[config.mk]
export PLATFORM = sky130hd
export DESIGN_NAME = timing_wheel_scheduler
export DESIGN_NICKNAME = d
export VERILOG_FILES = /design/src/hdl/tws_pkg.sv /design/src/hdl/timing_wheel_scheduler.sv
export SDC_FILE = /design/constraint.sdc
export NUM_CORES = 1
export LEC_CHECK = 0
export BUFFER_PORTS_ARGS = -buffer_cell sky130_fd_sc_hd__buf_2
export CAP_MARGIN = 5
export CORE_MARGIN = 4
export CORE_UTILIZATION = 38
export CTS_CLUSTER_SIZE = 24
export DETAILED_ROUTE_END_ITERATION = 10
export SLEW_MARGIN = 10
export SYNTH_ARGS = -nofsm -noshare
export SYNTH_HDL_FRONTEND = slang
export SYNTH_SLANG_ARGS = --single-unit
[constraint.sdc]
create_clock -name i_clk -period 13.18 [get_ports i_clk]
set_input_delay 1.318 -clock i_clk [delete_from_list [all_inputs] [get_ports i_clk]]
set_output_delay 1.318 -clock i_clk [all_outputs]
set_load 0.02 [all_outputs]
[src/hdl/tws_pkg.sv]
// Package with shared types and constants for the timing wheel scheduler.
`timescale 1ns / 1ps
package tws_pkg;

    // Task table size and field widths fixed by the port definition.
    localparam int TASK_ENTRIES = 16;
    localparam int ID_W         = 4;
    localparam int DIV_W        = 32;
    localparam int N_W          = 11;
    localparam int CNT_W        = 6;

    // Largest wheel size in use; larger slot counts clamp to it.
    localparam int MAX_SLOTS    = 1024;

    // Request opcodes.
    localparam logic [1:0] OP_ADD    = 2'd0;
    localparam logic [1:0] OP_CANCEL = 2'd1;
    localparam logic [1:0] OP_TICK   = 2'd2;

    // Result event codes.
    localparam logic [2:0] EV_ADDED   = 3'd0;
    localparam logic [2:0] EV_FIRED   = 3'd1;
    localparam logic [2:0] EV_FULL    = 3'd2;
    localparam logic [2:0] EV_CANCEL  = 3'd3;
    localparam logic [2:0] EV_EXPIRED = 3'd4;
    localparam logic [2:0] EV_TICK    = 3'd5;

    typedef enum logic [2:0] {
        ST_IDLE,
        ST_DIV_ROT,
        ST_DIV_SLOT,
        ST_SCAN,
        ST_DIV_TICK,
        ST_EMIT
    } t_state;

endpackage

[src/hdl/timing_wheel_scheduler.sv]
// Top level of the hashed timing wheel scheduler with its shared divider.
//
// Usage: one request enters on i_in_valid / o_in_ready with i_opcode,
// i_timeout_ticks and i_cancel_id. Results leave on o_out_valid /
// i_out_ready; o_last_result marks the final result of a request.
// The slot count is written on i_cfg_valid / o_cfg_ready while idle
// and while no request is offered.
// One restoring divider, one quotient bit per cycle, does all modulo work.
// An add with a free entry divides the timeout for the rotation count,
// then reduces the slot, then loads the result; fire, full and cancel go
// straight to the result. A tick scans the 16 entries one per cycle while
// no expiry waits on the result register, then reduces the new current slot.
// Only one request is worked on at a time; o_in_ready is high when idle.
// The result register lets a request be accepted while the last result
// still waits. When the receiver stalls, the tick scan holds on an
// expiring entry until the result register frees up.
// Reset clears all entry valid bits, sets the current slot to zero and
// the slot count to 256.
`timescale 1ns / 1ps
module timing_wheel_scheduler
    import tws_pkg::*;
(
    input  logic               i_clk,
    input  logic               i_rst_n,
    input  logic               i_cfg_valid,
    output logic               o_cfg_ready,
    input  logic [N_W-1:0]     i_cfg_slot_count,
    input  logic               i_in_valid,
    output logic               o_in_ready,
    input  logic [1:0]         i_opcode,
    input  logic signed [31:0] i_timeout_ticks,
    input  logic [ID_W-1:0]    i_cancel_id,
    output logic               o_out_valid,
    input  logic               i_out_ready,
    output logic [2:0]         o_event_kind,
    output logic [ID_W-1:0]    o_task_id,
    output logic               o_last_result
);

    localparam int SW   = (MAX_SLOTS > 1) ? $clog2(MAX_SLOTS) : 1;
    localparam int SUMW = ((SW > N_W) ? SW : N_W) + 1;

    // State and payload registers.
    t_state                  r_state, n_state;
    logic [N_W-1:0]          r_slot_count;
    logic [TASK_ENTRIES-1:0] r_valid, n_valid;
    logic [SW-1:0]           r_slot [TASK_ENTRIES];
    logic [DIV_W-1:0]        r_rot  [TASK_ENTRIES];
    logic [SW-1:0]           r_cur, n_cur;
    logic [N_W-1:0]          r_rem, n_rem;
    logic [DIV_W-1:0]        r_quo, n_quo;
    logic [CNT_W-1:0]        r_cnt, n_cnt;
    logic [ID_W-1:0]         r_id, n_id;
    logic [2:0]              r_kind, n_kind;
    logic                    r_out_valid, n_out_valid;
    logic [2:0]              r_ev_kind, n_ev_kind;
    logic [ID_W-1:0]         r_task_id, n_task_id;
    logic                    r_last, n_last;

    // Entry store write controls.
    logic                    slot_we, rot_we;
    logic [SW-1:0]           slot_wdata;
    logic [DIV_W-1:0]        rot_wdata;

    // Combinational helpers.
    logic [N_W-1:0]          w_n;
    logic [N_W:0]            rem_sh;
    logic                    ge;
    logic [N_W-1:0]          rem_nx;
    logic [ID_W-1:0]         free_id;
    logic                    out_free;
    logic                    hit;
    logic [SUMW-1:0]         sum;

    assign o_cfg_ready   = (r_state == ST_IDLE) && !i_in_valid;
    assign o_in_ready    = (r_state == ST_IDLE);
    assign o_out_valid   = r_out_valid;
    assign o_event_kind  = r_ev_kind;
    assign o_task_id     = r_task_id;
    assign o_last_result = r_last;

    // Effective wheel size: zero acts as one, large values clamp.
    always_comb begin
        if (r_slot_count == '0) begin
            w_n = N_W'(1);
        end else if (32'(r_slot_count) > 32'(MAX_SLOTS)) begin
            w_n = N_W'(MAX_SLOTS);
        end else begin
            w_n = r_slot_count;
        end
    end

    // One restoring divide step.
    assign rem_sh = {r_rem, r_quo[DIV_W-1]};
    assign ge     = (rem_sh >= {1'b0, w_n});
    assign rem_nx = ge ? N_W'(rem_sh - {1'b0, w_n}) : rem_sh[N_W-1:0];

    // Lowest free entry.
    always_comb begin
        free_id = '0;
        for (int i = TASK_ENTRIES - 1; i >= 0; i--) begin
            if (!r_valid[i]) free_id = ID_W'(i);
        end
    end

    assign out_free = !r_out_valid || i_out_ready;
    assign hit      = r_valid[r_id] && (r_slot[r_id] == r_cur);

    // Sequencer: next state, divider control and result loading.
    always_comb begin
        n_state     = r_state;
        n_valid     = r_valid;
        n_cur       = r_cur;
        n_rem       = r_rem;
        n_quo       = r_quo;
        n_cnt       = r_cnt;
        n_id        = r_id;
        n_kind      = r_kind;
        n_out_valid = r_out_valid && !i_out_ready;
        n_ev_kind   = r_ev_kind;
        n_task_id   = r_task_id;
        n_last      = r_last;
        slot_we     = 1'b0;
        rot_we      = 1'b0;
        slot_wdata  = SW'(rem_nx);
        rot_wdata   = {r_quo[DIV_W-2:0], ge};
        sum         = '0;
        case (r_state)
            ST_IDLE: begin
                if (i_in_valid) begin
                    case (i_opcode)
                        OP_ADD: begin
                            if (i_timeout_ticks[31]) begin
                                n_kind  = EV_FIRED;
                                n_id    = '0;
                                n_state = ST_EMIT;
                            end else if (&r_valid) begin
                                n_kind  = EV_FULL;
                                n_id    = '0;
                                n_state = ST_EMIT;
                            end else begin
                                n_id    = free_id;
                                n_quo   = i_timeout_ticks;
                                n_rem   = '0;
                                n_cnt   = CNT_W'(DIV_W);
                                n_state = ST_DIV_ROT;
                            end
                        end
                        OP_CANCEL: begin
                            n_valid[i_cancel_id] = 1'b0;
                            n_kind  = EV_CANCEL;
                            n_id    = i_cancel_id;
                            n_state = ST_EMIT;
                        end
                        OP_TICK: begin
                            n_id    = '0;
                            n_state = ST_SCAN;
                        end
                        default: begin
                            n_state = ST_IDLE;
                        end
                    endcase
                end
            end
            ST_DIV_ROT: begin
                n_rem = rem_nx;
                n_quo = {r_quo[DIV_W-2:0], ge};
                n_cnt = r_cnt - 1'b1;
                if (r_cnt == CNT_W'(1)) begin
                    // Quotient is the rotation count; now reduce the slot.
                    rot_we  = 1'b1;
                    sum     = SUMW'(r_cur) + SUMW'(rem_nx);
                    n_quo   = {sum, {(DIV_W-SUMW){1'b0}}};
                    n_rem   = '0;
                    n_cnt   = CNT_W'(SUMW);
                    n_state = ST_DIV_SLOT;
                end
            end
            ST_DIV_SLOT: begin
                n_rem = rem_nx;
                n_quo = {r_quo[DIV_W-2:0], ge};
                n_cnt = r_cnt - 1'b1;
                if (r_cnt == CNT_W'(1)) begin
                    slot_we        = 1'b1;
                    n_valid[r_id]  = 1'b1;
                    n_kind         = EV_ADDED;
                    n_state        = ST_EMIT;
                end
            end
            ST_SCAN: begin
                // Visit one entry per cycle; hold while an expiry waits.
                if (hit && r_rot[r_id] != '0) begin
                    rot_we    = 1'b1;
                    rot_wdata = r_rot[r_id] - 1'b1;
                end
                if (!(hit && r_rot[r_id] == '0 && !out_free)) begin
                    if (hit && r_rot[r_id] == '0) begin
                        n_valid[r_id] = 1'b0;
                        n_out_valid   = 1'b1;
                        n_ev_kind     = EV_EXPIRED;
                        n_task_id     = r_id;
                        n_last        = 1'b0;
                    end
                    n_id = r_id + 1'b1;
                    if (r_id == ID_W'(TASK_ENTRIES - 1)) begin
                        sum     = SUMW'(r_cur) + SUMW'(1);
                        n_quo   = {sum, {(DIV_W-SUMW){1'b0}}};
                        n_rem   = '0;
                        n_cnt   = CNT_W'(SUMW);
                        n_state = ST_DIV_TICK;
                    end
                end
            end
            ST_DIV_TICK: begin
                n_rem = rem_nx;
                n_quo = {r_quo[DIV_W-2:0], ge};
                n_cnt = r_cnt - 1'b1;
                if (r_cnt == CNT_W'(1)) begin
                    n_cur   = SW'(rem_nx);
                    n_kind  = EV_TICK;
                    n_id    = '0;
                    n_state = ST_EMIT;
                end
            end
            ST_EMIT: begin
                if (out_free) begin
                    n_out_valid = 1'b1;
                    n_ev_kind   = r_kind;
                    n_task_id   = r_id;
                    n_last      = 1'b1;
                    n_state     = ST_IDLE;
                end
            end
            default: begin
                n_state = ST_IDLE;
            end
        endcase
    end

    // Control registers.
    always_ff @(posedge i_clk) begin
        if (!i_rst_n) begin
            r_state      <= ST_IDLE;
            r_slot_count <= N_W'(256);
            r_valid      <= '0;
            r_cur        <= '0;
            r_out_valid  <= 1'b0;
        end else begin
            r_state     <= n_state;
            r_valid     <= n_valid;
            r_cur       <= n_cur;
            r_out_valid <= n_out_valid;
            if (i_cfg_valid && o_cfg_ready) begin
                r_slot_count <= i_cfg_slot_count;
            end
        end
    end

    // Datapath registers.
    always_ff @(posedge i_clk) begin
        r_rem     <= n_rem;
        r_quo     <= n_quo;
        r_cnt     <= n_cnt;
        r_id      <= n_id;
        r_kind    <= n_kind;
        r_ev_kind <= n_ev_kind;
        r_task_id <= n_task_id;
        r_last    <= n_last;
    end

    // Entry slot and rotation stores.
    always_ff @(posedge i_clk) begin
        if (slot_we) begin
            r_slot[r_id] <= slot_wdata;
        end
        if (rot_we) begin
            r_rot[r_id] <= rot_wdata;
        end
    end

endmodule

==> summary.md, run 1 <==
| Metric | Value |
|---|---|
| Run status | `finished clean` |
| Mapped Cells | `~2000` |
| Hold Crit Endpoint | `o_event_kind[2]` |
| DR WL/cell | `25.3 microns` |
| Lkg Pwr | `between 10 and 15 nW` |
| DRC viols | `0` |
| Boundary Pins | `65` |
| Clock share of power | `0.253` |
| CORE AREA | `87300 sq um` |
| Ys flop type | `edfxtp_1` |
| Largest net degree at the start of global routing | `85` |
| Setup TNS | `0 ns` |
| Num rows | `between 100 and 150` |
| Post-Synth Adder-Cell Area | `0.0134` |
| Post-CTS Setup Repair Bufs | `0` |
| Int Power | `0.00579 W` |
| Min-delay worst type | `flip-flop to flip-flop` |
| Critical path capture point type | `flip-flop` |
| Min cycle time layout | `between 7 and 8 ns` |
| RSZ-0062 raised after global routing | `no` |
| Post-route ant nets | `0` |
| TritonCTS buffer count | `80` |
| Buffers on Ports | `64` |
| R2R Setup Slk | `5.68 ns` |
| Final core occ | `0.436` |
| Post-DP HPWL | `between 50000 and 60000 microns` |
| Die Ht | `roughly 310 microns` |
| CP arrival | `just under 8 ns` |
| Final WL | `around 84000 microns` |
| Clk_lat worst skew | `around 0.64 ns` |
| CP Launch Type | `flip-flop` |
| H-tree depth | `3` |
| Largest family of logic cells by synthesized area | `multiplexers` |
| Hold Buf Count CTS | `0` |
| Post_cts resized | `0` |
| Worst hold start | `r_kind[2]` |
| Pwr Total | `0.00889 W` |
| R2r endpoint | `r_quo[29]` |
| Vias per inst | `5.72` |
| Complex-gate fraction of the synthesized area | `0.0598` |
| Worst vdd ir | `between 0.15 and 0.2 mV` |
| Async set-reset flop share out of synthesis | `0` |
| Vias | `19000` |
| Hold path cells | `1` |
| Area Overhead vs Synth | `13.0%` |
| CP Class | `flip-flop to flip-flop` |
| FF-to-FF Start | `r_slot_count[6]` |
| Top-count cell post-synth | `edfxtp_1` |
| Syn avg cell area | `about 17 sq um` |
| FF-to-FF path depth | `24` |
| Root Driver | `clkbuf_16` |
| Max_cap viols | `0` |
| Clk slew on worst S/H paths | `roughly 0.060 ns` |
| # setup viols final | `0` |
| Flop pwr share | `0.409` |
| Maximum clock frequency | `about 130 MHz` |
| Worst-margin pin slew | `between 1 and 1.5 ns` |
| Worst-path fanout max | `17` |
| CTS tree | `built` |
| Initial antenna violation count | `2` |
| GP Congestion | `about 0.84` |
| Area leader, netlist | `edfxtp_1` |
| TritonCTS Sinks | `781` |
| Layout Skew | `about 0.035 ns` |
| Top cells by area, synth | `edfxtp_1 (66%), mux4_2 (10%), dfxtp_1 (2.7%)` |
| Top cell type's share of synthesized area | `0.656` |
| Net switching power figure | `0.00310 W` |
| Multiplexer share of the synthesized area | `0.137` |
| Syn nets | `between 2000 and 2500` |
| Synth unique cells | `78` |
| GR Overflow Total | `0` |
| Mapped Area | `33700 sq um` |
| Die W | `between 300 and 400 microns` |
| PD cells | `234 nW/um^2` |
| Vias in the first global route | `around 19000` |
| Max Slew Vio Count | `0` |
| Fin crit share | `0.569` |
| Worst relative slew slack | `0.194` |
| First-pass GRT wire length | `between 100000 and 150000 microns` |
| Sw Share | `0.349` |
| Synth Area in XOR/XNOR | `0.0190` |
| Yosys warns | `0` |
| Synth Register Bits | `slightly below 800` |
| DIE AREA | `~93000 sq um` |
| Post-synth EDFFs | `~740` |
| Post-synth top cells | `edfxtp_1 (736), mux4_2 (154), nand2_1 (142), nor2_1 (117), o21ai_0 (58)` |
| Clk buf depth | `3` |
| Initial Util | `0.386` |
| Post-Synth Simple-Gate Area | `0.0651` |
| Data required, critical path | `approximately 14 ns` |
| Tot GR Track Use | `0.178` |
| Register area share after synthesis | `0.683` |
| Share of cells above drive strength 1 | `0.211` |
| Final Hold Fails | `0` |
| Gate power share | `0.338` |
| Detailed router's first-iteration violation count | `2025` |
| DR pass1 iterations | `6` |
| # nets final | `around 2200` |
## cell families (layout without fill, tap and decap cells)
group,Yosys count,after routing
XOR/XNOR,73,73
flip-flops,781,781
buffers and inverters,144,299
adder cells (fa/ha/maj),35,35
AO/OA/AOI/OAI,287,287
multiplexers,233,233
AND/OR/NAND/NOR,450,450
other,0,2
## per-layer routing
| metal | GRT usage | routed length, microns | part of all wire | up-vias |
|---|---|---|---|---|
| li1 | - | - | - | 8219 |
| met1 | 0.251 | 36100 | 0.43 | 9877 |
| met2 | 0.286 | 40000 | 0.48 | 739 |
| met3 | 0.0307 | 5640 | 0.067 | 131 |
| met4 | 0.0503 | 2100 | 0.025 | 0 |
| met5 | 0 | 0 | 0 | - |
## layout make-up
class	count	area, sq um
Sequential cell	781	23000
Inverter	36	135
Multi-Input combinational cell	1078	10100
Timing Repair Buffer	122	768
Tap cell	1155	1450
Clock buffer	97	2090
Clock inverter	44	495
Fill cell	7656	49200
Antenna cell	2	5.00
## cell usage in the layout (no fill, tap or decap), types with 24 or more instances in the layout
cell,count
mux2i_1,43
ha_1,33
nand3_1,28
inv_1,35
buf_4,57
buf_2,64
nand2_1,142
clkbuf_16,81
xor2_1,24
xnor2_1,48
a21oi_1,25
dfxtp_1,41
nor3_1,35
a22oi_1,33
a31oi_1,29
nor2_1,94
edfxtp_1,736
o21ai_0,49
mux4_2,154
nor2b_1,33
## state kept, by name, summed over array words and instances, names as in the netlist, named ones only
register / flops
r_id: 4
r_cur: 10
r_slot: 160
r_state: 3
o_event_kind: 3
r_quo: 32
r_cnt: 6
o_last_result: 1
o_out_valid: 1
o_task_id: 4
r_rem: 11
r_valid: 16
r_slot_count: 11
r_kind: 3
r_rot: 512
## worst max-delay path by stage
stage	end	cells past startpoint	start
final	r_quo[29]	24	r_slot_count[6]
after global routing	r_rot[1][30]	14	flip-flop
after CTS	r_rot[1][30]	14	flip-flop
after detailed placement	r_rot[1][10]	14	flip-flop
after global placement	r_rot[8][10]	14	flip-flop
after floorplan	r_quo[29]	24	r_slot_count[6]
## stage by stage
step           instances  instance area, sq um  setup slack (ns)  hold slack, ns
2_1_floorplan       2003                 33700              7.15           0.470
3_3_place_gp        3171                 35400              5.81           0.490
3_5_place_dp        3172                 35500              5.68           0.500
4_1_cts             3313                 38000              5.63           0.519
5_1_grt             3313                 38100              5.13           0.539
6_report            3315                 38100              5.68           0.513
## critical path, cell delays in order (launching register included)
cell	delay, ns
dfxtp_1	0.32
nor4_1	0.35
a31oi_1	0.14
nor2_1	0.12
ha_1	0.18
inv_1	0.07
fa_1	0.43
a21o_1	0.18
a21oi_1	0.21
o21bai_1	0.12
a2111oi_0	0.75
nor2_1	0.25
a211oi_2	0.63
buf_4	0.34
mux2i_1	0.61
inv_1	0.44
ha_1	0.40
a21o_1	0.18
a21o_1	0.20
a21o_1	0.18
a21o_1	0.20
a211o_1	0.32
a31o_2	0.24
a211oi_1	0.27
o31ai_1	0.10
## power groups by stage
stage	Clock [W]	Combinational, W	Sequential, W
2_1_floorplan	0	0.00218	0.00351
3_3_place_gp	0	0.00292	0.00368
3_5_place_dp	0	0.00300	0.00369
4_1_cts	0.00230	0.00301	0.00364
5_1_grt	0.00240	0.00326	0.00366
6_report	0.00225	0.00300	0.00364
Power figures use the tool's default switching activity.
==> run 2: changes to the inputs <==
==> constraint.sdc (replaced) <==
create_clock -name i_clk -period 6.7 [get_ports i_clk]
set_input_delay 0.67 -clock i_clk [delete_from_list [all_inputs] [get_ports i_clk]]
set_output_delay 0.67 -clock i_clk [all_outputs]
set_load 0.02 [all_outputs]
==> summary.md, run 2 (synthesis gave the netlist of run 1 again) <==
| Metric | Value |
|---|---|
| Max Slew Vio Count | `0 (unchanged)` |
| Fin crit share | `0.923 (+0.354)` |
| RSZ-0062 raised after global routing | `no` |
| Critical path, cell by cell | `nor4_1 > a31oi_1 > nor2_1 > ha_1 > inv_1 > fa_1 > a21o_1 > a21oi_1 > o21bai_1 > a2111oi_0 > nor2_1 > a211oi_2 > mux2i_1 > inv_1 > ha_1 > a21o_1 > a21o_1 > a21o_1 > a21o_1 > a211o_1 > a31o_2 > a211oi_1 > o31ai_1` |
| Data required, critical path | `7.06 ns (-6.49 ns)` |
| Clk_lat worst skew | `0.64 ns (about the same)` |
| # setup viols final | `0 (unchanged)` |
| CP Class | `flip-flop to flip-flop` |
| Post-route ant nets | `0 (unchanged)` |
| Vias per inst | `5.75 (+0.54%)` |
| Largest net degree at the start of global routing | `62 (-27%)` |
| Post-DP HPWL | `52300 microns (+0.32%)` |
| Root Driver | `clkbuf_16` |
| Area Overhead vs Synth | `13.9%` |
| Most frequent cells in the layout | `edfxtp_1 (736), mux4_2 (154), nand2_1 (142)` |
| Setup TNS | `0 ns (unchanged)` |
| Maximum clock frequency | `162 MHz (+21%)` |
| Min-delay worst type | `input port to flip-flop` |
| Net switching power figure | `0.00603 W (+95%)` |
| WP buf/inv | `2 (-1)` |
| Post-CTS Setup Repair Bufs | `0 (unchanged)` |
| Most common cell after layout, fill and taps aside | `edfxtp_1` |
| TritonCTS buffer count | `80 (unchanged)` |
| Critical path capture point type | `flip-flop` |
| DRC viols | `0 (unchanged)` |
| Max incr delay on CP | `0.59 ns (-0.16 ns)` |
| Worst-margin pin slew | `1.13 ns (-0.0783 ns)` |
| Filler cell count | `7708 (+0.68%)` |
| Min cycle time layout | `6.18 ns (-1.32 ns)` |
| CP arrival | `6.55 ns (-1.32 ns)` |
| Initial Util | `0.386 (unchanged)` |
| Num rows | `108 (unchanged)` |
| DR pass1 iterations | `6 (unchanged)` |
| Run status | `finished clean` |
| Buffers on Ports | `64 (unchanged)` |
| GP Congestion | `0.903 (+7.6%)` |
| GR Overflow Total | `0 (unchanged)` |
| CP Launch Type | `flip-flop` |
| Share of cells above drive strength 1 | `0.223 (+0.0117)` |
| Worst hold margin | `0.276 ns (-0.237 ns)` |
| CORE AREA | `87300 sq um (unchanged)` |
| Non-filler cells, final | `3347 (+0.97%)` |
| Biggest regs | `r_rot x512, r_slot x160, r_quo x32` |
| Hold Buf Count CTS | `0 (unchanged)` |
| Flop pwr share | `0.403 (-0.006)` |
| Die W | `306 microns (unchanged)` |
| Sw Share | `0.344 (-0.00486)` |
| Slowest-stage cell, CP | `a2111oi_0` |
| H-tree depth | `3 (unchanged)` |
| Die Ht | `306 microns (unchanged)` |
| PD cells | `458 nW/um^2 (+96%)` |
| DR WL/cell | `26.6 microns (+5.1%)` |
| Max_cap viols | `0 (unchanged)` |
| Vias | `19300 (+1.5%)` |
| # nets final | `2217 (+1.3%)` |
| Detailed router's first-iteration violation count | `2024 (-0.049%)` |
| Boundary Pins | `65 (unchanged)` |
| R2R Setup Slk | `0.52 ns (-5.16 ns)` |
| Worst-path fanout max | `6 (-11)` |
| Final WL | `88900 microns (+6.2%)` |
| Tot GR Track Use | `0.188 (+0.0101)` |
| Worst vdd ir | `0.488 mV (+170%)` |
| Initial antenna violation count | `4 (+2)` |
| Most frequent CP cell | `a21o_1` |
| Clock share of power | `0.253 (about the same)` |
| Placed Instances | `3198 (+0.82%)` |
| Max reg flops | `512 (unchanged)` |
| Lkg Pwr | `12.5 nW (+1.4%)` |
| Largest Register | `r_rot` |
| TritonCTS Sinks | `781 (unchanged)` |
| DIE AREA | `93500 sq um (unchanged)` |
| Clk slew on worst S/H paths | `0.06 ns (about the same)` |
| Int Power | `0.0115 W (+99%)` |
| Post_cts resized | `0 (unchanged)` |
| Layout Skew | `0.0258 ns (-0.00885 ns)` |
| First-pass GRT wire length | `130000 microns (+3.9%)` |
| Gate power share | `0.345 (+0.007)` |
| CTS tree | `built` |
| Vias in the first global route | `19200 (+0.72%)` |
| Final Hold Fails | `0 (unchanged)` |
| Crit path max-delay family | `compound AO/OA/AOI/OAI gates` |
| Worst relative slew slack | `0.241 (+0.0471)` |
| Clk buf depth | `3 (unchanged)` |
run 2: layout make-up:
class	instances	area [sq um]	area share
timing repair buffer	151	1050	0.0273
inverter	36	135	0.00352
sequential	781	23000	0.600
multi-input combinational	1078	10100	0.263
antenna	4	10.0	0.000261
tap	1155	1450	0.0377
clock inverter	41	457	0.0119
clock buffer	101	2130	0.0556
run 2: final timing paths:
| check | startpoint | to | cells past startpoint |
|---|---|---|---|
| max reg2reg | r_slot_count[6] | r_quo[29] | 23 |
| min reg2reg | r_kind[2] | o_event_kind[2] | 1 |
| max | r_slot_count[6] | r_quo[29] | 23 |
| min | i_cfg_slot_count[8] | r_slot_count[8] | 3 |
run 2: per-stage QoR:
stage	instance area, sq um	total power, W	setup WS, ns	util
6_report	38300	0.0176	0.515	0.439
5_1_grt	38300	0.0184	0.0922	0.439
4_1_cts	38300	0.0176	0.544	0.439
3_5_place_dp	35700	0.0132	0.560	0.409
3_3_place_gp	35700	0.0130	0.654	0.409
2_1_floorplan	33700	0.0112	0.670	-
run 2: power groups by stage:
stage,sequential (W),combinational (W),clock [W]
after floorplan,0.00690,0.00429,0
after global placement,0.00718,0.00581,0
after detailed placement,0.00717,0.00599,0
after CTS,0.00707,0.00601,0.00452
after global routing,0.00710,0.00652,0.00473
final,0.00707,0.00605,0.00444
run 2: metal layers:
metal / vias to the layer above / wire length [microns] / track usage
met2: 736 / 41200 / 0.293
li1: 8278 / - / -
met5: - / 13 / 0
met1: 10100 / 38800 / 0.269
met4: 2 / 2070 / 0.0556
met3: 118 / 6870 / 0.0369
run 2: tightest hold or removal path, delay by kind of cell:
kind / cells / cell delay, ns
buffers and inverters: 1 / 0.08
muxes: 1 / 0.06
and+or+nand+nor: 1 / 0.06
==> run 3: changes to the inputs <==
--- a/config.mk
+++ b/config.mk
@@ -7,10 +7,15 @@
 export LEC_CHECK = 0
 export BUFFER_PORTS_ARGS = -buffer_cell sky130_fd_sc_hd__buf_2
 export CAP_MARGIN = 5
+export CELL_PAD_IN_SITES_DETAIL_PLACEMENT = 1
+export CELL_PAD_IN_SITES_GLOBAL_PLACEMENT = 2
+export CORE_ASPECT_RATIO = 1.25
 export CORE_MARGIN = 4
 export CORE_UTILIZATION = 38
 export CTS_CLUSTER_SIZE = 24
 export DETAILED_ROUTE_END_ITERATION = 10
+export PLACE_DENSITY_LB_ADDON = 0.1
+export SKIP_CTS_REPAIR_TIMING = 1
 export SLEW_MARGIN = 10
 export SYNTH_ARGS = -nofsm -noshare
 export SYNTH_HDL_FRONTEND = slang
==> summary.md, run 3 (synthesis gave the netlist of run 1 again) <==
| Metric | Value |
|---|---|
| Num rows | `121 (+12%)` |
| TritonCTS Sinks | `781 (unchanged)` |
| GR Overflow Total | `0 (unchanged)` |
| Clk buf depth | `3 (unchanged)` |
| Worst-path fanout max | `17 (+11)` |
| Filler cell count | `8521 (+11%)` |
| # nets final | `2229 (+0.54%)` |
| Final setup margin | `0.488 ns (-0.0275 ns)` |
| Worst-margin pin slew | `1.12 ns (-0.00975 ns)` |
| Root Driver | `clkbuf_16` |
| GP Congestion | `0.782 (-13%)` |
| Vias per inst | `5.59 (-2.8%)` |
| Number of diodes | `0 (-4)` |
| DIE AREA | `93500 sq um (about the same)` |
| Largest net degree at the start of global routing | `50 (-19%)` |
| Clk_lat worst skew | `0.64 ns (about the same)` |
| Final WL | `98700 microns (+11%)` |
| Clk slew on worst S/H paths | `0.06 ns (about the same)` |
| Hold path cells | `3 (unchanged)` |
| Placed Instances | `3223 (+0.78%)` |
| DR WL/cell | `29.2 microns (+10%)` |
| Data required, critical path | `7.08 ns (+0.02 ns)` |
| Initial antenna violation count | `0 (-4)` |
| Final core occ | `0.441 (+0.00156)` |
| Lkg Pwr | `12.7 nW (+0.91%)` |
| Worst relative slew slack | `0.251 (+0.00978)` |
| RSZ-0062 raised after global routing | `no` |
| CTS tree | `built` |
| Run status | `finished clean` |
| Tot GR Track Use | `0.212 (+0.0241)` |
| Max Slew Vio Count | `0 (unchanged)` |
| Layout Skew | `0.0271 ns (+0.00124 ns)` |
| Worst hold start | `i_cfg_slot_count[8]` |
| First-pass GRT wire length | `144000 microns (+11%)` |
| R2R Setup Slk | `0.49 ns (-0.03 ns)` |
| Min cycle time layout | `6.21 ns (+0.0275 ns)` |
| CP Launch Type | `flip-flop` |
| Most frequent cells in the layout | `edfxtp_1 (736), mux4_2 (154), nand2_1 (142)` |
| R2r endpoint | `r_quo[30]` |
| Vias | `18900 (-1.9%)` |
| Critical path capture point type | `flip-flop` |
| Min-delay worst type | `input port to flip-flop` |
| Pre-CTS setup slack | `0.389 ns (-0.172 ns)` |
| Crit path max-delay family | `compound AO/OA/AOI/OAI gates` |
| Most common cell after layout, fill and taps aside | `edfxtp_1` |
| Most frequent CP cell | `a21o_1` |
| Buffers on Ports | `64 (unchanged)` |
| CP arrival | `6.60 ns (+0.05 ns)` |
| Boundary Pins | `65 (unchanged)` |
| Non-filler cells, final | `3377 (+0.90%)` |
| Fin crit share | `0.927 (+0.00410)` |
| Area Overhead vs Synth | `14.5%` |
| Post-DP HPWL | `62000 microns (+18%)` |
| Largest Register | `r_rot` |
| CORE AREA | `87500 sq um (+0.24%)` |
| Max reg flops | `512 (unchanged)` |
| Slowest-stage cell, CP | `a2111oi_0` |
| Critical path, cell by cell | `nor4_1 > a31oi_1 > nor2_1 > ha_1 > inv_1 > fa_1 > a21o_1 > a21oi_1 > o21bai_1 > a2111oi_0 > nor2_1 > a211oi_2 > buf_4 > mux2i_1 > inv_1 > ha_1 > o21ai_0 > nand2b_1 > a21o_1 > a21o_1 > a31oi_1 > o21ai_0 > nor3b_1 > nor3_1` |
| FF-to-FF path depth | `24 (+4.3%)` |
| Vias in the first global route | `20800 (+8.3%)` |
| Worst vdd ir | `0.313 mV (-36%)` |
| Hold Crit Endpoint | `r_slot_count[8]` |
| Final Hold Fails | `0 (unchanged)` |
| TritonCTS buffer count | `83 (+3.8%)` |
| WP buf/inv | `3 (+1)` |
| Biggest regs | `r_rot x512, r_slot x160, r_quo x32` |
| Detailed router's first-iteration violation count | `1467 (-28%)` |
| H-tree depth | `3 (unchanged)` |
| PD cells | `463 nW/um^2 (+1.2%)` |
| # setup viols final | `0 (unchanged)` |
| CP Class | `flip-flop to flip-flop` |
| FF-to-FF Start | `r_slot_count[6]` |
| DR pass1 iterations | `5 (-1)` |
| Share of cells above drive strength 1 | `0.231 (+0.00830)` |
| Post-route ant nets | `0 (unchanged)` |
| Worst hold margin | `0.276 ns (-0.000480 ns)` |
| Maximum clock frequency | `161 MHz (-0.44%)` |
| Max incr delay on CP | `0.57 ns (-0.02 ns)` |
| Die Ht | `341 microns (+11%)` |
| DRC viols | `0 (unchanged)` |
| Initial Util | `0.385 (-0.000938)` |
| Setup TNS | `0 ns (unchanged)` |
| Die W | `274 microns (-10%)` |
| Max_cap viols | `0 (unchanged)` |
## run 3: cell count changes in the layout (fill, tap and decap cells not counted), sizes merged
cell,delta
clkbuf,-6
buf,+9
inv,-3
clkinvlp,+3
diode,-4
bufinv,+1
clkinv,+17
## run 3: worst min-delay path, delay by kind of cell
| kind | cells | cell delay (ns) |
|---|---|---|
| buf+inv | 1 | 0.07 |
| mux | 1 | 0.06 |
| simple gates | 1 | 0.07 |
## run 3: worst max-delay path by stage
| stage | start | cells after the start | slack, ns | end |
|---|---|---|---|---|
| after global routing | r_slot_count[6] | 24 | 0.05 | r_quo[30] |
| after detailed placement | r_slot_count[6] | 24 | 0.39 | r_quo[30] |
| after global placement | r_slot_count[6] | 24 | 0.51 | r_quo[30] |
| after CTS | r_slot_count[6] | 24 | 0.40 | r_quo[30] |
| after floorplan | r_slot_count[6] | 24 | 0.67 | r_quo[29] |
| final | r_slot_count[6] | 24 | 0.49 | r_quo[30] |
## run 3: per-layer routing
metal | GRT usage | wire, microns | up-vias | share of wire
li1 | - | - | 8300 | -
met1 | 0.266 | 40400 | 10100 | 0.41
met2 | 0.383 | 52300 | 378 | 0.53
met3 | 0.0284 | 3570 | 128 | 0.036
met4 | 0.0596 | 2410 | 0 | 0.024
met5 | 0 | 0 | - | 0
## run 3: area by class of cell
type | count | area, sq um | area share
Sequential cell | 781 | 23000 | 0.597
Multi-Input combinational cell | 1078 | 10100 | 0.262
Clock buffer | 95 | 2160 | 0.0561
Tap cell | 1168 | 1460 | 0.0379
Timing Repair Buffer | 160 | 1130 | 0.0293
Clock inverter | 59 | 567 | 0.0147
Inverter | 36 | 135 | 0.00350
## run 3: report_power, final
| group | leakage, nW | total, W | internal [W] | switching (W) |
|---|---|---|---|---|
| Combinational | 4.30 | 0.00619 | 0.00224 | 0.00394 |
| Clock | 1.33 | 0.00464 | 0.00268 | 0.00196 |
| Sequential | 7.03 | 0.00705 | 0.00668 | 0.000364 |
## run 3: stage by stage
stage,power (W),instance area (sq um)
after global placement,0.0133,35800
after floorplan,0.0112,33700
final,0.0179,38600
after detailed placement,0.0135,35800
after CTS,0.0181,38600
after global routing,0.0188,38600
